File: src/sv/u8dw_pkg.sv
// Package for the UTF-8 display width counter: sequence length codes,
// column counts and the code point checks. No dependencies.
`default_nettype none

package u8dw_pkg;

   localparam int unsigned ByteWidth  = 8;
   localparam int unsigned CpWidth    = 21;
   localparam int unsigned SumWidth   = 16;
   localparam int unsigned LenWidth   = 3;
   localparam int unsigned SeenWidth  = 2;
   localparam int unsigned AddWidth   = 5;

   // Sequence length codes (bytes in the pending sequence).
   localparam logic [LenWidth-1:0] LEN_NONE  = 3'd0;
   localparam logic [LenWidth-1:0] LEN_TWO   = 3'd2;
   localparam logic [LenWidth-1:0] LEN_THREE = 3'd3;
   localparam logic [LenWidth-1:0] LEN_FOUR  = 3'd4;

   localparam logic [1:0] COLS_ZERO   = 2'd0;
   localparam logic [1:0] COLS_ONE    = 2'd1;
   localparam logic [1:0] COLS_TWO    = 2'd2;
   localparam logic [1:0] COLS_REJECT = 2'd2;

   localparam logic [SumWidth-1:0] SUM_MAX  = 16'hFFFF;
   localparam logic [CpWidth-1:0]  CP_MAX   = 21'h10FFFF;
   localparam logic [CpWidth-1:0]  SURR_LO  = 21'h00D800;
   localparam logic [CpWidth-1:0]  SURR_HI  = 21'h00DFFF;
   localparam logic [CpWidth-1:0]  MIN_TWO   = 21'h000080;
   localparam logic [CpWidth-1:0]  MIN_THREE = 21'h000800;
   localparam logic [CpWidth-1:0]  MIN_FOUR  = 21'h010000;

   // Display columns of one decoded character.
   function automatic logic [1:0] char_cols(input logic [CpWidth-1:0] cp);
      logic [1:0] cols;
      if (cp < 21'h20 || cp == 21'h7F || cp inside {[21'h80 : 21'h9F]}) begin
         cols = COLS_TWO;
      end else if (cp inside {[21'h0300 : 21'h036F], [21'h1AB0 : 21'h1AFF],
                              [21'h1DC0 : 21'h1DFF], [21'h20D0 : 21'h20FF],
                              [21'hFE20 : 21'hFE2F], [21'h200B : 21'h200D],
                              21'h00AD, 21'hFEFF}) begin
         cols = COLS_ZERO;
      end else if (cp inside {[21'h4E00 : 21'h9FFF], [21'h3400 : 21'h4DBF],
                              [21'hF900 : 21'hFAFF], [21'h20000 : 21'h3FFFF],
                              [21'hAC00 : 21'hD7AF], [21'h1100 : 21'h115F],
                              [21'h2329 : 21'h232A], [21'hFF01 : 21'hFF60],
                              [21'hFFE0 : 21'hFFE6], [21'h2E80 : 21'h303E],
                              [21'h3190 : 21'h31BF], [21'h31F0 : 21'h31FF],
                              [21'h3200 : 21'h33FF], [21'hA000 : 21'hA4CF],
                              [21'hFE30 : 21'hFE4F]}) begin
         cols = COLS_TWO;
      end else begin
         cols = COLS_ONE;
      end
      return cols;
   endfunction

   // Rejects overlong forms, surrogates and values past the last code point.
   function automatic logic value_ok(input logic [LenWidth-1:0] len,
                                     input logic [CpWidth-1:0]  v);
      logic ok;
      ok = 1'b1;
      if (len == LEN_TWO && v < MIN_TWO)
         ok = 1'b0;
      if (len == LEN_THREE && v < MIN_THREE)
         ok = 1'b0;
      if (len == LEN_FOUR && v < MIN_FOUR)
         ok = 1'b0;
      if (v >= SURR_LO && v <= SURR_HI)
         ok = 1'b0;
      if (v > CP_MAX)
         ok = 1'b0;
      return ok;
   endfunction

endpackage

`default_nettype wire

File: src/sv/u8dw_if.sv
// Valid/ready channel interfaces for the UTF-8 display width counter.
// Depends on u8dw_pkg for field widths.
`default_nettype none

interface u8dw_req_if;
   logic                               valid;
   logic                               ready;
   logic [u8dw_pkg::ByteWidth-1:0]     text_byte;
   logic                               end_of_text;

   modport source (output valid, output text_byte, output end_of_text, input ready);
   modport sink   (input valid, input text_byte, input end_of_text, output ready);
endinterface

interface u8dw_rsp_if;
   logic                               valid;
   logic                               ready;
   logic [u8dw_pkg::SumWidth-1:0]      column_total;

   modport source (output valid, output column_total, input ready);
   modport sink   (input valid, input column_total, output ready);
endinterface

`default_nettype wire

File: src/sv/utf8_display_width_counter.sv
// UTF-8 display width counter, top level. Uses u8dw_pkg and u8dw_if.
// An end-marked req beat passes the input register and then the output register before its rsp beat.
// Throughput: one byte per cycle, unless stalled as below; each byte is held in the input register
// while decode, width lookup and the saturating add run into the state registers.
// A result waiting in the output register stalls input only at the next end byte.
// Reset (synchronous) empties both registers and clears decode state and sum.
`default_nettype none

module utf8_display_width_counter (
   input  wire logic   clock,
   input  wire logic   reset,
   u8dw_req_if.sink    req_if,
   u8dw_rsp_if.source  rsp_if
);
   import u8dw_pkg::*;

   logic                  in_valid_ff;
   logic [ByteWidth-1:0]  in_byte_ff;
   logic                  in_end_ff;

   logic [LenWidth-1:0]   exp_len_ff, exp_len_in;
   logic [SeenWidth-1:0]  seen_ff, seen_in;
   logic [CpWidth-1:0]    value_ff, value_in;
   logic [SumWidth-1:0]   sum_ff, sum_in;

   logic                  out_valid_ff;
   logic [SumWidth-1:0]   out_total_ff;

   logic                  proc;

   // Input register drains unless its end byte would overwrite a waiting result.
   assign proc = in_valid_ff && (!in_end_ff || !out_valid_ff || rsp_if.ready);
   assign req_if.ready = !in_valid_ff || proc;

   assign rsp_if.valid        = out_valid_ff;
   assign rsp_if.column_total = out_total_ff;

   always_comb begin
      logic                 pend;
      logic                 is_cont;
      logic                 consumed;
      logic [CpWidth-1:0]   cp_new;
      logic [LenWidth-1:0]  seen_next;
      logic [AddWidth-1:0]  add;
      logic [SumWidth:0]    total;
      logic [LenWidth-1:0]  len;
      logic [SeenWidth-1:0] seen;
      logic [CpWidth-1:0]   val;

      pend      = exp_len_ff != LEN_NONE;
      is_cont   = in_byte_ff[7:6] == 2'b10;
      consumed  = 1'b0;
      cp_new    = {value_ff[CpWidth-7:0], in_byte_ff[5:0]};
      seen_next = {1'b0, seen_ff} + 3'd1;
      add       = '0;
      len       = LEN_NONE;
      seen      = '0;
      val       = '0;

      if (pend) begin
         if (is_cont) begin
            consumed = 1'b1;
            if (seen_next + 3'd1 >= exp_len_ff) begin
               if (value_ok(exp_len_ff, cp_new))
                  add = {3'd0, char_cols(cp_new)};
               else
                  add = {1'b0, exp_len_ff, 1'b0};
            end else begin
               len  = exp_len_ff;
               seen = seen_next[SeenWidth-1:0];
               val  = cp_new;
            end
         end else begin
            // broken sequence: 2 columns per byte taken, this byte starts over
            add = {1'b0, seen_next, 1'b0};
         end
      end

      if (!consumed) begin
         if (!in_byte_ff[7]) begin
            add = add + {3'd0, char_cols({13'd0, in_byte_ff})};
         end else if (in_byte_ff[7:5] == 3'b110) begin
            len = LEN_TWO;
            val = {16'd0, in_byte_ff[4:0]};
         end else if (in_byte_ff[7:4] == 4'b1110) begin
            len = LEN_THREE;
            val = {17'd0, in_byte_ff[3:0]};
         end else if (in_byte_ff[7:3] == 5'b11110) begin
            len = LEN_FOUR;
            val = {18'd0, in_byte_ff[2:0]};
         end else begin
            add = add + {3'd0, COLS_REJECT};
         end
      end

      // incomplete tail at the end of the text
      if (in_end_ff && len != LEN_NONE)
         add = add + {1'b0, ({1'b0, seen} + 3'd1), 1'b0};

      total  = {1'b0, sum_ff} + {{(SumWidth+1-AddWidth){1'b0}}, add};
      sum_in = total[SumWidth] ? SUM_MAX : total[SumWidth-1:0];

      exp_len_in = len;
      seen_in    = seen;
      value_in   = val;
   end

   always_ff @(posedge clock) begin
      if (reset) begin
         in_valid_ff  <= 1'b0;
         out_valid_ff <= 1'b0;
         exp_len_ff   <= LEN_NONE;
         seen_ff      <= '0;
         value_ff     <= '0;
         sum_ff       <= '0;
      end else begin
         if (req_if.valid && req_if.ready) begin
            in_valid_ff <= 1'b1;
            in_byte_ff  <= req_if.text_byte;
            in_end_ff   <= req_if.end_of_text;
         end else if (proc) begin
            in_valid_ff <= 1'b0;
         end

         if (proc) begin
            if (in_end_ff) begin
               exp_len_ff <= LEN_NONE;
               seen_ff    <= '0;
               value_ff   <= '0;
               sum_ff     <= '0;
            end else begin
               exp_len_ff <= exp_len_in;
               seen_ff    <= seen_in;
               value_ff   <= value_in;
               sum_ff     <= sum_in;
            end
         end

         if (proc && in_end_ff) begin
            out_valid_ff <= 1'b1;
            out_total_ff <= sum_in;
         end else if (rsp_if.ready) begin
            out_valid_ff <= 1'b0;
         end
      end
   end

`ifndef SYNTHESIS
   a_len_code: assert property (@(posedge clock) disable iff (reset)
      exp_len_ff == LEN_NONE || exp_len_ff == LEN_TWO ||
      exp_len_ff == LEN_THREE || exp_len_ff == LEN_FOUR)
      else $error("pending sequence length out of range");

   a_seen_below_len: assert property (@(posedge clock) disable iff (reset)
      exp_len_ff != LEN_NONE |-> ({1'b0, seen_ff} + 3'd2 <= exp_len_ff))
      else $error("continuation count reached sequence length");

   a_end_clears: assert property (@(posedge clock) disable iff (reset)
      proc && in_end_ff |=> exp_len_ff == LEN_NONE && sum_ff == '0 && out_valid_ff)
      else $error("end byte did not clear state and post a result");

   a_no_result_lost: assert property (@(posedge clock) disable iff (reset)
      out_valid_ff && !rsp_if.ready |-> !(proc && in_end_ff))
      else $error("waiting result overwritten");
`endif

endmodule

`default_nettype wire
File: src/flat_wrapper.sv
// flat-port wrapper written by rule: the top's interface ports become plain ports
module utf8_display_width_counter_flat import u8dw_pkg::*;
  (clock, reset, req_if_valid, req_if_text_byte, req_if_end_of_text, req_if_ready, rsp_if_valid, rsp_if_column_total, rsp_if_ready);
  u8dw_req_if req_if_i ();
  u8dw_rsp_if rsp_if_i ();
  input  wire logic clock;
  input  wire logic reset;
  input wire logic [$bits(req_if_i.valid)-1:0] req_if_valid;
  input wire logic [$bits(req_if_i.text_byte)-1:0] req_if_text_byte;
  input wire logic [$bits(req_if_i.end_of_text)-1:0] req_if_end_of_text;
  output wire logic [$bits(req_if_i.ready)-1:0] req_if_ready;
  output wire logic [$bits(rsp_if_i.valid)-1:0] rsp_if_valid;
  output wire logic [$bits(rsp_if_i.column_total)-1:0] rsp_if_column_total;
  input wire logic [$bits(rsp_if_i.ready)-1:0] rsp_if_ready;
  assign req_if_i.valid = req_if_valid;
  assign req_if_i.text_byte = req_if_text_byte;
  assign req_if_i.end_of_text = req_if_end_of_text;
  assign req_if_ready = req_if_i.ready;
  assign rsp_if_valid = rsp_if_i.valid;
  assign rsp_if_column_total = rsp_if_i.column_total;
  assign rsp_if_i.ready = rsp_if_ready;
  utf8_display_width_counter u_core (.clock(clock), .reset(reset), .req_if(req_if_i), .rsp_if(rsp_if_i));
endmodule
File: config.mk
export PLATFORM = sky130hd
export DESIGN_NAME = utf8_display_width_counter_flat
export DESIGN_NICKNAME = d
export VERILOG_FILES = /design/src/sv/u8dw_pkg.sv /design/src/sv/u8dw_if.sv /design/src/sv/utf8_display_width_counter.sv /design/src/flat_wrapper.sv
export SDC_FILE = /design/constraint.sdc
export NUM_CORES = 1
export LEC_CHECK = 0
export BUFFER_PORTS_ARGS = -buffer_cell sky130_fd_sc_hd__buf_2
export CAP_MARGIN = 5
export CORE_ASPECT_RATIO = 0.7
export CORE_UTILIZATION = 45
export DETAILED_ROUTE_END_ITERATION = 8
export GPL_TIMING_DRIVEN = 0
export PLACE_DENSITY = 0.66
export SLEW_MARGIN = 20
export SYNTH_ARGS = -nofsm -noshare
export SYNTH_HDL_FRONTEND = slang
export SYNTH_SLANG_ARGS = --single-unit
File: constraint.sdc
create_clock -name clock -period 19.56 [get_ports clock]
set_input_delay 0 -clock clock [delete_from_list [all_inputs] [get_ports clock]]
set_output_delay 0 -clock clock [all_outputs]
set_load 0.05 [all_outputs]
Word-level counts from Yosys, hierarchy flattened
Index checks and enable logic that the tools add are counted.

cells by class
  add/subtract/negate cells = 7
  magnitude comparators = 97
  equal/unequal tests = 12
  multiplexer cells = 56
  bitwise operators = 1
  reductions and logical operators = 72

operators with widths
  kind                                                                 number
  <= comparator 21 x 16 -> 1 bit, second input constant                9
  greater-or-equal comparator 21 x 14 -> 1 bit, second input constant  8
  greater-or-equal comparator 21 x 16 -> 1 bit, second input constant  8
  <= comparator 21 x 14 -> 1 bit, second input constant                7
  two-way mux 15 bit                                                   9
  <= comparator 8 x 16 -> 1 bit, second input constant                 8
  greater-or-equal comparator 8 x 14 -> 1 bit, second input constant   8
  greater-or-equal comparator 8 x 16 -> 1 bit, second input constant   7
  <= comparator 8 x 14 -> 1 bit, second input constant                 7
  greater-or-equal comparator 21 x 13 -> 1 bit, second input constant  3
  <= comparator 21 x 13 -> 1 bit, second input constant                3
  logical AND 1 bit                                                    52
  two-way mux 5 bit                                                    9
  greater-or-equal comparator 8 x 13 -> 1 bit, second input constant   3
  <= comparator 8 x 13 -> 1 bit, second input constant                 3
  two-way mux 16 bit                                                   2
  nonzero test 15 bit                                                  2
  two-way mux 3 bit                                                    9
  two-way mux 2 bit                                                    12
  equality test 21 x 16 -> 1 bit, second input constant                1
  equality test 21 x 7 -> 1 bit, second input constant                 1
  equality test 21 x 8 -> 1 bit, second input constant                 1
  greater-or-equal comparator 21 x 10 -> 1 bit, second input constant  1
  greater-or-equal comparator 21 x 15 -> 1 bit, second input constant  1
  43 further kinds                                                     71

word-level totals
  register bits = 63
  input bits = 13
  output and inout port bits = 18
  logic and storage cells = 254

Logic depth before layout (Yosys ltp)
Gate-level depths: netlist of run 1.

  depth in word-level cells = 25
  depth in mapped cells = 31
  gate-level depth less buffers = 29

Worst setup path after synthesis of run 1
No wires, ideal clock.

  path type = flip-flop to flip-flop
  start = reg u_core.seen_ff[0]
  end = reg u_core.out_total_ff[13], in the netlist u_core.rsp_if.column_total[13], data pin
  setup time = 0.265 ns
  arrival = 5.924 ns
  required time = 19.295 ns
  slack = 13.371 ns
  cell stages (with the launch flop) = 30
  buffers on the path = 2
  period minus slack after synthesis = 6.189 ns
  cells stage by stage = dfxtp_1 > inv_1 > ha_1 > xor2_1 > ha_1 > a21o_1 > a21o_1 > nand2_1 > a31oi_1 > o311ai_0 > nor2_1 > ha_1 > fa_1 > nor2b_1 > a21oi_1 > o21ai_0 > nand2_1 > o41ai_1 > ha_1 > fa_1 > mux2_2 > ha_1 > a21o_1 > a21oi_1 > o21ba_2 > or3_1 > clkbuf_1 > clkbuf_1 > o31ai_1 > o21bai_1

between the ends
  cells in the longest elaborated chain, start to end = 16
  elaborated cells on any way between the ends = 31
  those cells by class = add/sub: 7; order compare: 1; mux: 21; reduce/logical: 2

RTL lines
  what                                                       RTL line                                                            text
  start, declared                                            utf8_display_width_counter.sv:22                                    logic [SeenWidth-1:0] seen_ff, seen_in;
  start signal, assigned                                     utf8_display_width_counter.sv:133                                   seen_ff <= seen_in;
  adder 2 x 1 -> 3 bit *                                     utf8_display_width_counter.sv:54                                    seen_next = {1'b0, seen_ff} + 3'd1;
  adder 3 x 1 -> 3 bit                                       utf8_display_width_counter.sv:63                                    if (seen_next + 3'd1 >= exp_len_ff) begin
  greater-or-equal comparator 3 bit                          utf8_display_width_counter.sv:63
  two-way mux 5 bit or two-way mux 3 bit (tied branches)     utf8_display_width_counter.sv:63
  two-way mux 5 bit or two-way mux 3 bit (tied branches)     utf8_display_width_counter.sv:61                                    if (is_cont) begin
  two-way mux 5 bit or two-way mux 3 bit (tied branches)     utf8_display_width_counter.sv:60                                    if (pend) begin
  adder 5 x 2 -> 5 bit or two-way mux 3 bit (tied branches)  utf8_display_width_counter.sv:92, utf8_display_width_counter.sv:88
  two-way mux 5 bit or two-way mux 3 bit (tied branches)     utf8_display_width_counter.sv:88, utf8_display_width_counter.sv:85
  two-way mux 5 bit or two-way mux 3 bit (tied branches)     utf8_display_width_counter.sv:85, utf8_display_width_counter.sv:82
  two-way mux 5 bit or two-way mux 3 bit (tied branches)     utf8_display_width_counter.sv:82, utf8_display_width_counter.sv:80
  two-way mux 5 bit or two-way mux 3 bit (tied branches)     utf8_display_width_counter.sv:80, utf8_display_width_counter.sv:79
  two-way mux 5 bit or nonzero test 3 bit (tied branches)    utf8_display_width_counter.sv:79, utf8_display_width_counter.sv:97
  adder 5 x 4 -> 5 bit or logical AND 1 bit (tied branches)  utf8_display_width_counter.sv:98, utf8_display_width_counter.sv:97
  two-way mux 5 bit *                                        utf8_display_width_counter.sv:97                                    if (in_end_ff && len != LEN_NONE)
  adder 16 x 5 -> 17 bit *                                   utf8_display_width_counter.sv:100                                   total = {1'b0, sum_ff} + {{(SumWidth+1-AddWidth){1'b0}}, add};
  two-way mux 16 bit *                                       utf8_display_width_counter.sv:101                                   sum_in = total[SumWidth] ? SUM_MAX : total[SumWidth-1:0];
  named net u_core.sum_in[13]                                utf8_display_width_counter.sv:24                                    logic [SumWidth-1:0] sum_ff, sum_in;
  end signal, assigned                                       utf8_display_width_counter.sv:141                                   out_total_ff <= sum_in;
  end, declared                                              utf8_display_width_counter.sv:27                                    logic [SumWidth-1:0] out_total_ff;

Mark *: on every way through the listed nets, which the timed path passes. The rest lies on a longest branch.
A chain may end at the register's enable or synchronous reset.

Worst setup path after layout of run 1
  start = reg u_core.value_ff[4]
  end = reg u_core.out_total_ff[13], in the netlist u_core.rsp_if.column_total[13], data pin

between the ends
  cells in the longest elaborated chain, start to end = 24
  elaborated cells on any way between the ends = 110
  those cells by class = add/sub: 4; order compare: 51; eq/ne: 3; mux: 22; reduce/logical: 30

RTL lines
  what                          RTL line                           text
  start, declared               utf8_display_width_counter.sv:23   logic [CpWidth-1:0] value_ff, value_in;
  start signal, assigned        utf8_display_width_counter.sv:134  value_ff <= value_in;
  < comparator 21 x 8 -> 1 bit  u8dw_pkg.sv:63                     if (len == LEN_TWO && v < MIN_TWO)
  logical AND 1 bit             u8dw_pkg.sv:63
  two-way mux 1 bit             u8dw_pkg.sv:63
  two-way mux 1 bit             u8dw_pkg.sv:65                     if (len == LEN_THREE && v < MIN_THREE)
  two-way mux 1 bit             u8dw_pkg.sv:67                     if (len == LEN_FOUR && v < MIN_FOUR)
  two-way mux 1 bit             u8dw_pkg.sv:69                     if (v >= SURR_LO && v <= SURR_HI)
  two-way mux 1 bit             u8dw_pkg.sv:71                     if (v > CP_MAX)
  two-way mux 1 bit             utf8_display_width_counter.sv:63
  [... 9 more ...]              n/a
  two-way mux 5 bit             utf8_display_width_counter.sv:82   end else if (in_byte_ff[7:5] == 3'b110) begin
  two-way mux 5 bit             utf8_display_width_counter.sv:80   if (!in_byte_ff[7]) begin
  two-way mux 5 bit *           utf8_display_width_counter.sv:79   if (!consumed) begin
  adder 5 x 4 -> 5 bit          utf8_display_width_counter.sv:98   add = add + {1'b0, ({1'b0, seen} + 3'd1), 1'b0};
  two-way mux 5 bit *           utf8_display_width_counter.sv:97
  adder 16 x 5 -> 17 bit *      utf8_display_width_counter.sv:100
  two-way mux 16 bit *          utf8_display_width_counter.sv:101
  named net u_core.sum_in[13]   utf8_display_width_counter.sv:24

Mark *: on every way through the listed nets, which the timed path passes. The rest lies on a longest branch. The select of a mux whose other input is x is not followed.

==> results of run 1 <==
==> worst max-delay path, cell delays in order (launching register included) <==
cell      delay (ns)
dfxtp_1         0.30
buf_2           0.19
clkbuf_1        0.46
nand3_1         0.24
nor4_1          0.67
a32oi_1         0.29
nand3b_1        0.18
nor3_1          0.09
o31ai_1         0.51
ha_1            0.34
mux2_2          0.26
a221oi_1        0.36
o21ai_0         0.26
fa_1            0.49
mux2_2          0.27
ha_1            0.31
a21o_1          0.19
a21oi_1         0.28
o21ba_2         0.24
or3_1           0.12
clkbuf_1        0.35
clkbuf_1        0.44
o31ai_1         0.17
o21bai_1        0.19
==> Yosys cell counts (all sizes together) (3+ instances only) <==
| cell type | number | share of area (%) |
|---|---|---|
| a21o | 5 | 0.88 |
| a21oi | 25 | 2.9 |
| a22oi | 26 | 4.6 |
| a31oi | 8 | 1.2 |
| a32o | 5 | 1.2 |
| a32oi | 6 | 1.2 |
| and3 | 3 | 0.47 |
| buf | 8 | 0.90 |
| clkbuf | 27 | 2.4 |
| dfxtp | 38 | 18 |
| edfxtp | 25 | 18 |
| fa | 3 | 1.4 |
| ha | 17 | 5.0 |
| inv | 22 | 1.9 |
| mux2 | 5 | 1.3 |
| nand2 | 33 | 2.9 |
| nand2b | 10 | 1.5 |
| nand3 | 19 | 2.2 |
| nand3b | 3 | 0.53 |
| nand4 | 6 | 1.2 |
| nand4b | 5 | 1.0 |
| nor2 | 70 | 6.1 |
| nor2b | 5 | 0.73 |
| nor3 | 21 | 2.6 |
| nor4 | 14 | 2.0 |
| nor4b | 3 | 0.61 |
| o211ai | 5 | 0.99 |
| o21a | 3 | 0.53 |
| o21ai | 17 | 2.0 |
| o21bai | 6 | 1.1 |
| o31ai | 5 | 0.88 |
| o32ai | 5 | 1.0 |
| or3 | 7 | 1.2 |
| xnor2 | 6 | 1.2 |
| xor2 | 6 | 1.2 |
==> power breakdown <==
| part | switching, mW | total [mW] | internal, mW |
|---|---|---|---|
| clock | 0.0609 | 0.173 | 0.112 |
| combinational | 0.0184 | 0.0274 | 0.00906 |
| sequential | 0.00166 | 0.140 | 0.139 |
==> metal layers <==
layer | part of all wire [%] | global-route usage (%)
met2 | 40 | 37.3
met3 | 12 | 7.99
met4 | 0.91 | 5.18
met1 | 47 | 40.0
met5 | 0 | 0
==> flip-flops by register name (all words and copies together) (netlist names) <==
signal,count
u_core.rsp_if.column_total,16
u_core.seen_ff,2
u_core.rsp_if.valid,1
u_core.in_end_ff,1
u_core.value_ff,15
u_core.in_byte_ff,8
u_core.sum_ff,16
u_core.in_valid_ff,1
u_core.exp_len_ff,3
==> metrics by stage <==
| step | instance area [um^2] | setup slack [ns] |
|---|---|---|
| after floorplan | 4290 | 13.37 |
| after global placement | 4590 | 12.10 |
| after detailed placement | 4600 | 12.27 |
| after CTS | 5020 | 12.24 |
| after global routing | 5020 | 11.61 |
| final | 5020 | 12.07 |
==> how the worst max path moves through the flow <==
| stage | slack, ns | cells after the start | end | from |
|---|---|---|---|---|
| finish | 12.07 | 23 | u_core.rsp_if.column_total[13] | u_core.value_ff[4] |
| global route | 11.61 | 25 | u_core.rsp_if.column_total[13] | u_core.value_ff[0] |
| CTS | 12.24 | 25 | u_core.rsp_if.column_total[13] | u_core.value_ff[0] |
| detailed placement | 12.27 | 25 | u_core.rsp_if.column_total[13] | u_core.value_ff[0] |
| global placement | 12.10 | 27 | u_core.rsp_if.column_total[13] | u_core.value_ff[4] |
| floorplan | 13.37 | 29 | u_core.rsp_if.column_total[13] | u_core.seen_ff[0] |
==> layout make-up <==
type / count / area, um^2 / area share [%]
Inverter: 22 / 82.6 / 1.64
Timing Repair Buffer: 40 / 253 / 5.03
Tap cell: 124 / 155 / 3.09
Sequential cell: 63 / 1510 / 30.1
Clock inverter: 7 / 96.3 / 1.92
Buffer: 35 / 140 / 2.79
Multi-Input combinational cell: 391 / 2560 / 50.9
Clock buffer: 9 / 225 / 4.48
==> logic make-up after synthesis <==
group,Yosys count
xor gates and xnor gates,12
and+or+nand+nor,209
DFF,63
AOI/OAI and AO/OA,143
buffers and inverters,57
adders and majority gates,20
muxes,7
==> flow_metrics.env, run 1 <==
export IMPL_fin_crit_ns=7.49
export IMPL_post_drt_wl_per_cell_um=18.8
export IMPL_cap_violations=0
export IMPL_globalplace_congestion=1.03
export IMPL_synth_edf_count=25
export IMPL_utilization_pct=54.9
export IMPL_cts_clk_slew_worst_paths_ns=0.06
export IMPL_cp_arrival_ns=7.56
export IMPL_placedCellCount=665
export IMPL_status="finished clean"
export IMPL_synth_top_family_by_area="simple AND/OR/NAND/NOR gates"
export IMPL_slew_headroom_pct=33.8
export IMPL_grt_max_degree=13
export IMPL_r2r_start="u_core.value_ff[4]"
export IMPL_r2r_end="u_core.rsp_if.column_total[13]"
export IMPL_ctsHoldBuffers=10
export IMPL_clk_latency_ns=0.34
export IMPL_hold_viol_final=0
export IMPL_synthesis_instances=511
export IMPL_irDropWorstVdd_mv=0.0503
export IMPL_area_growth_pct=17.1
export IMPL_hp_class="in -> reg"
export IMPL_grt_pass1_vias=3847
export IMPL_leakagePower_nw=1.84
export IMPL_antenna_found_initial=0
export IMPL_hold_path_endpoint="u_core.rsp_if.valid"
export IMPL_vias=4288
export IMPL_post_cts_resized=0
export IMPL_ys_types=71
export IMPL_ioPinCount=31
export IMPL_fillers=835
export IMPL_die_w_um=119
export IMPL_cp_required_ns=19.63
export IMPL_grt_usage_pct=26.7
export IMPL_worst_r2r_path_depth=23
export IMPL_drt_iter0_markers=414
export IMPL_synth_simple_gate_area_share_pct=24.9
export IMPL_finalClockSkew_ns=0.00813
export IMPL_core_mm2=0.00914
export IMPL_p_per_area_mw_per_mm2=67.8
export IMPL_root_buffer="clkbuf_16"
export IMPL_tns_ns=0
export IMPL_n_antenna_cell=0
export IMPL_fp_row_count=29
export IMPL_start_util_pct=46.9
export IMPL_startpoint_type="flop"
export IMPL_slew_viol_final=0
export IMPL_netlist_area_mm2=0.00429
export IMPL_synth_fa_ha_area_share_pct=6.36
export IMPL_fin_cells=691
export IMPL_h_tree_depth=3
export IMPL_synth_nets=544
export IMPL_synth_compound_area_share_pct=24.0
export IMPL_dpl_hpwl_um=9410
export IMPL_drc=0
export IMPL_grt_overflow_total=0
export IMPL_syn_avg_cell_area_um2=8.39
export IMPL_portBuffers=29
export IMPL_vias_per_cell=6.21
export IMPL_grt_pass1_wl_um=20700
export IMPL_cts_setup_buffers=0
export IMPL_hold_path_depth=3
export IMPL_rsz0062_at_grt="no"
export IMPL_die_h_um=83.7
export IMPL_rrSetupSlack_ns=12.07
export IMPL_end_kind="flop"
export IMPL_path_class="reg -> reg"
export IMPL_async_flop_share_pct=0
export IMPL_dieArea_mm2=0.00993
export IMPL_clockBufferDepth=2
export IMPL_dr_pass1_iters=7
export IMPL_seq_area_frac_synth_pct=35.2
export IMPL_final_nets=595
export IMPL_whs_ns=0.00772
export IMPL_cts_buffers=9
export IMPL_tightestPinTransition_ns=0.985
export IMPL_synthFlopType="dfxtp_1"
export IMPL_drive_gt1_share_pct=13.1
export IMPL_crit_path_max_fanout=10
export IMPL_final_cell_mix="70 x nor2_1, 38 x dfxtp_1, 36 x buf_2"
export IMPL_setup_violations=0
export IMPL_wl_um=13000
export IMPL_synth_seq_cells=63
export IMPL_hp_start="rsp_if_ready"
export IMPL_clock_fmax_mhz=134
export IMPL_antenna_left=0
export IMPL_clkSinkCount=63
export IMPL_power_uw=340
export IMPL_cts_tree="done"
export IMPL_synth_warnings=0
export IMPL_final_common_cell="nor2_1"
export IMPL_synthXorXnorAreaFrac_pct=2.45
export IMPL_finalCritPeriodShare_pct=38.3
export IMPL_synth_area_mux_share_pct=1.78
(Power assumes the default switching activity.)
==> run 2, diff against run 1 <==
--- a/config.mk
+++ b/config.mk
@@ -11,7 +11,7 @@
 export CORE_UTILIZATION = 45
 export DETAILED_ROUTE_END_ITERATION = 8
 export GPL_TIMING_DRIVEN = 0
-export PLACE_DENSITY = 0.66
+export PLACE_DENSITY = 0.69
 export SLEW_MARGIN = 20
 export SYNTH_ARGS = -nofsm -noshare
 export SYNTH_HDL_FRONTEND = slang
==> constraint.sdc (replaced) <==
create_clock -name clock -period 6.7 [get_ports clock]
set_input_delay 0 -clock clock [delete_from_list [all_inputs] [get_ports clock]]
set_output_delay 0 -clock clock [all_outputs]
set_load 0.05 [all_outputs]
==> flow_metrics.env, run 2 (synthesis gave the netlist of run 1 again) <==
export IMPL_status="finished clean"
export IMPL_fp_row_count=29
export IMPL_vias=4500
export IMPL_ioPinCount=31
export IMPL_die_h_um=83.7
export IMPL_final_cell_mix="68 x nor2_1, 37 x dfxtp_1, 36 x buf_2"
export IMPL_hold_viol_final=0
export IMPL_cp_required_ns=6.79
export IMPL_finalClockSkew_ns=0.00836
export IMPL_grt_max_degree=13
export IMPL_startpoint_type="flop"
export IMPL_antenna_found_initial=0
export IMPL_rrSetupSlack_ns=0.30
export IMPL_cts_buffers=9
export IMPL_slew_headroom_pct=38.4
export IMPL_fin_crit_ns=6.40
export IMPL_clock_fmax_mhz=156
export IMPL_root_buffer="clkbuf_16"
export IMPL_finalCritPeriodShare_pct=95.5
export IMPL_grt_usage_pct=27.7
export IMPL_crit_path_end="u_core.rsp_if.column_total[13]"
export IMPL_n_antenna_cell=0
export IMPL_clockBufferDepth=2
export IMPL_area_growth_pct=22.7
export IMPL_r2r_end="u_core.rsp_if.column_total[13]"
export IMPL_grt_overflow_total=0
export IMPL_grt_pass1_wl_um=21100
export IMPL_p_per_area_mw_per_mm2=184
export IMPL_antenna_left=0
export IMPL_cts_tree="done"
export IMPL_crit_path_max_fanout=10
export IMPL_vias_per_cell=6.42
export IMPL_worst_r2r_path_depth=28
export IMPL_fillers=830
export IMPL_path_class="reg -> reg"
export IMPL_portBuffers=29
export IMPL_post_drt_wl_per_cell_um=19.6
export IMPL_drt_iter0_markers=455
export IMPL_end_kind="flop"
export IMPL_place_area_mm2=0.00460
export IMPL_wl_um=13700
export IMPL_drive_gt1_share_pct=20.3
export IMPL_hp_class="in -> reg"
export IMPL_worst_path_stages=28
export IMPL_core_mm2=0.00914
export IMPL_fin_cells=701
export IMPL_final_nets=605
export IMPL_placedCellCount=665
export IMPL_slowest_stage="fa_1"
export IMPL_r2r_start="u_core.seen_ff[0]"
export IMPL_dpl_hpwl_um=9830
export IMPL_cp_arrival_ns=6.49
export IMPL_tightestPinTransition_ns=0.917
export IMPL_cap_violations=0
export IMPL_critPathBufInv=2
export IMPL_slowest_delay_ns=0.48
export IMPL_irDropWorstVdd_mv=0.141
export IMPL_worstSetupStartpoint="u_core.seen_ff[0]"
export IMPL_globalplace_congestion=0.958
export IMPL_drc=0
export IMPL_cts_clk_slew_worst_paths_ns=0.06
export IMPL_grt_pass1_vias=3936
export IMPL_h_tree_depth=3
export IMPL_clkSinkCount=63
export IMPL_dr_pass1_iters=5
export IMPL_dieArea_mm2=0.00993
export IMPL_slew_viol_final=0
export IMPL_final_common_cell="nor2_1"
export IMPL_crit_family="adder cells"
export IMPL_start_util_pct=46.9
export IMPL_power_uw=967
export IMPL_fin_area_mm2=0.00526
export IMPL_setup_violations=0
export IMPL_die_w_um=119
export IMPL_clk_latency_ns=0.34
export IMPL_leakagePower_nw=1.96
-- run 2: cell count changes in the layout (fill, tap and decap cells not counted), sizes merged --
cell | previous run | this run
buf | 38 | 49
bufinv | 2 | 1
clkinv | 4 | 3
clkinvlp | 0 | 2
inv | 23 | 22
-- run 2: per-layer routing --
metal	routed length (um)	track usage (%)	vias to the layer above
li1	-	-	2056
met1	6420	42.0	2146
met2	5330	35.5	268
met3	1710	10.4	30
met4	276	7.59	0
met5	0	0	-
-- run 2: worst min-delay path by stage --
stage	from	end	slack, ns	cells after the start
floorplan	req_if_text_byte[0]	u_core.in_byte_ff[0]	0.1	0
global placement	req_if_text_byte[7]	u_core.in_byte_ff[7]	0.18	1
detailed placement	req_if_text_byte[3]	u_core.in_byte_ff[3]	0.18	1
CTS	rsp_if_ready	u_core.rsp_if.valid	0.03	3
global route	rsp_if_ready	u_core.rsp_if.valid	0.07	3
finish	rsp_if_ready	u_core.rsp_if.valid	0.03	3
-- run 2: repair_timing --
action	CTS	global route
buffers inserted	0	11
gates resized for setup	11	43
hold buffers	10	0
pin swaps	0	4
hold endpoints to repair	10	0
setup endpoints to repair	32	32
-- run 2: layout make-up --
type | count | area [um^2] | area share [%]
clock inverters | 6 | 68.8 | 1.31
plain buffers | 34 | 156 | 2.97
repair buffers | 51 | 335 | 6.37
inverters | 22 | 86.3 | 1.64
flip-flops and latches | 63 | 1520 | 28.8
clock buffers | 10 | 229 | 4.35
multi-input cells | 391 | 2710 | 51.6
well taps | 124 | 155 | 2.95
-- run 2: tightest hold or removal path, cell delays in order --
cell      delay (ns)
buf_2           0.07
nand2b_1        0.16
a21oi_1         0.09
-- run 2: per-stage QoR --
stage / hold WS [ns] / TNS (ns) / setup slack, ns / util [%]
floorplan: 0.0989 / 0 / 0.511 / -
global placement: 0.177 / -18.03 / -1.02 / 50.2
detailed placement: 0.178 / -17.94 / -0.996 / 50.3
CTS: 0.0260 / 0 / 0.0360 / 55.0
global route: 0.0732 / -0.0152 / -0.0120 / 57.5
finish: 0.0327 / 0 / 0.303 / 57.5
-- run 2: report_power, final --
group	switching, mW	leakage, nW	internal, mW
sequential	0.00373	0.524	0.404
clock	0.183	0.143	0.290
combinational	0.0568	1.30	0.0297
==> run 3, diff against run 2 <==
--- a/config.mk
+++ b/config.mk
@@ -8,10 +8,10 @@
 export BUFFER_PORTS_ARGS = -buffer_cell sky130_fd_sc_hd__buf_2
 export CAP_MARGIN = 5
 export CORE_ASPECT_RATIO = 0.7
-export CORE_UTILIZATION = 45
+export CORE_UTILIZATION = 43
 export DETAILED_ROUTE_END_ITERATION = 8
 export GPL_TIMING_DRIVEN = 0
-export PLACE_DENSITY = 0.69
+export PLACE_DENSITY = 0.66
 export SLEW_MARGIN = 20
 export SYNTH_ARGS = -nofsm -noshare
 export SYNTH_HDL_FRONTEND = slang
==> flow_metrics.env, run 3 (synthesis gave the netlist of run 1 again) <==
export IMPL_dieArea_mm2=0.0104
export IMPL_hp_start="rsp_if_ready"
export IMPL_start_util_pct=44.3
export IMPL_dpl_hpwl_um=9440
export IMPL_hold_viol_final=0
export IMPL_irDropWorstVdd_mv=0.163
export IMPL_switching_share_pct=25.1
export IMPL_root_buffer="clkbuf_16"
export IMPL_area_growth_pct=23.6
export IMPL_slew_headroom_pct=30.2
export IMPL_p_comb_share_pct=9.1
export IMPL_antenna_found_initial=0
export IMPL_cap_violations=0
export IMPL_drive_gt1_share_pct=21.0
export IMPL_finalClockSkew_ns=0.00672
export IMPL_utilization_pct=54.7
export IMPL_vias=4482
export IMPL_h_tree_depth=3
export IMPL_crit_path_max_fanout=10
export IMPL_r2r_start="u_core.value_ff[4]"
export IMPL_core_mm2=0.00968
export IMPL_final_cell_mix="69 x nor2_1, 37 x dfxtp_1, 36 x buf_2"
export IMPL_die_h_um=85.6
export IMPL_setup_violations=0
export IMPL_wl_um=13600
export IMPL_hp_class="in -> reg"
export IMPL_grt_usage_pct=26.6
export IMPL_final_common_cell="nor2_1"
export IMPL_grt_max_degree=13
export IMPL_setup_slack_ns=0.305
export IMPL_p_sw_uw=242
export IMPL_n_antenna_cell=0
export IMPL_place_ws_ns=-0.811
export IMPL_leakagePower_nw=1.98
export IMPL_post_drt_wl_per_cell_um=19.3
export IMPL_clkSinkCount=63
export IMPL_cts_clk_slew_worst_paths_ns=0.06
export IMPL_p_seq_share_pct=42.3
export IMPL_worstSetupStartpoint="u_core.value_ff[4]"
export IMPL_final_nets=608
export IMPL_fillers=874
export IMPL_clock_fmax_mhz=156
export IMPL_status="finished clean"
export IMPL_fin_crit_ns=6.40
export IMPL_intPower_uw=723
export IMPL_clockBufferDepth=2
export IMPL_grt_pass1_wl_um=21000
export IMPL_clk_latency_ns=0.33
export IMPL_fin_area_mm2=0.00530
export IMPL_cp_arrival_ns=6.57
export IMPL_vias_per_cell=6.33
export IMPL_p_per_area_mw_per_mm2=182
export IMPL_startpoint_type="flop"
export IMPL_antenna_left=0
export IMPL_cts_tree="done"
export IMPL_tns_ns=0
export IMPL_end_kind="flop"
export IMPL_place_area_mm2=0.00461
export IMPL_grt_overflow_total=0
export IMPL_grt_pass1_vias=3889
export IMPL_dr_pass1_iters=6
export IMPL_die_w_um=121
export IMPL_path_class="reg -> reg"
export IMPL_cts_buffers=9
export IMPL_cp_required_ns=6.88
export IMPL_tightestPinTransition_ns=1.04
export IMPL_p_clk_share_pct=48.7
export IMPL_drc=0
export IMPL_ioPinCount=31
export IMPL_drt_iter0_markers=665
export IMPL_rsz0062_at_grt="yes"
export IMPL_globalplace_congestion=1.01
export IMPL_slew_viol_final=0
export IMPL_fp_row_count=30
export IMPL_portBuffers=29
export IMPL_finalCritPeriodShare_pct=95.5
-- run 3: cell count changes in the layout (fill, tap and decap cells not counted), sizes merged --
cell / previous run / this run
clkbuf: 36 / 35
clkinvlp: 2 / 3
buf: 49 / 52
-- run 3: cell type report --
cell class	count	area [um^2]	share of cell area [%]
clock inverter	7	72.6	1.37
multi-input combinational	391	2730	51.5
tap	128	160	3.02
sequential	63	1520	28.6
inverter	22	86.3	1.63
clock buffer	9	225	4.25
buffer	34	154	2.90
timing repair buffer	54	358	6.75
-- run 3: layer usage --
metal | up-vias | part of all wire, % | global-route usage (%)
met3 | 27 | 11 | 7.98
met2 | 262 | 41 | 35.6
li1 | 2063 | - | -
met5 | - | 0 | 0
met1 | 2130 | 47 | 41.0
met4 | 0 | 1.3 | 5.50
-- run 3: what timing repair did --
action | in CTS | in global routing
cloned | 0 | 0
pin swaps | 0 | 5
buffers inserted | 0 | 14
endpoints found under the hold margin | 10 | 0
endpoints found under the setup margin | 29 | 32
hold buffers | 10 | 0
resized for setup | 10 | 46
-- run 3: power by group through the flow --
stage               logic (mW)  clock network (mW)  registers, mW
CTS                     0.0789               0.475          0.409
global route            0.0941               0.494          0.409
finish                  0.0875               0.470          0.408
global placement        0.0728                   0          0.417
floorplan               0.0436                   0          0.424
detailed placement      0.0739                   0          0.417
-- run 3: metrics by stage --
stage,cells,hold WS (ns),power (mW)
floorplan,511,0.0989,0.468
global placement,668,0.176,0.490
detailed placement,669,0.178,0.491
CTS,694,0.0153,0.963
global route,708,0.0467,0.996
finish,708,0.0245,0.965
-- run 3: path summary, 6_finish.rpt --
check	end	slack (ns)	cells past startpoint
worst max-delay path	u_core.rsp_if.column_total[13]	0.30	26
worst min-delay path	u_core.rsp_if.valid	0.02	3
worst max register to register	u_core.rsp_if.column_total[13]	0.30	26
worst min register to register	u_core.rsp_if.valid	0.51	2
-- run 3: critical path, cell delays in order (launching register included) --
cell      delay, ns
dfxtp_1        0.29
buf_2          0.18
nor4b_1        0.60
nand2_1        0.20
o211ai_1       0.26
a32oi_2        0.13
nand3b_1       0.22
or3_4          0.18
nor2_1         0.05
ha_1           0.22
fa_1           0.48
nor2b_2        0.14
a21oi_1        0.05
o21ai_1        0.14
nand2_1        0.10
o41ai_2        0.38
ha_2           0.25
fa_1           0.41
mux2_2         0.27
ha_1           0.32
a21o_1         0.17
a21oi_4        0.08
o21ba_4        0.22
or3_4          0.43
buf_4          0.20
o31ai_1        0.09
o21bai_1       0.17
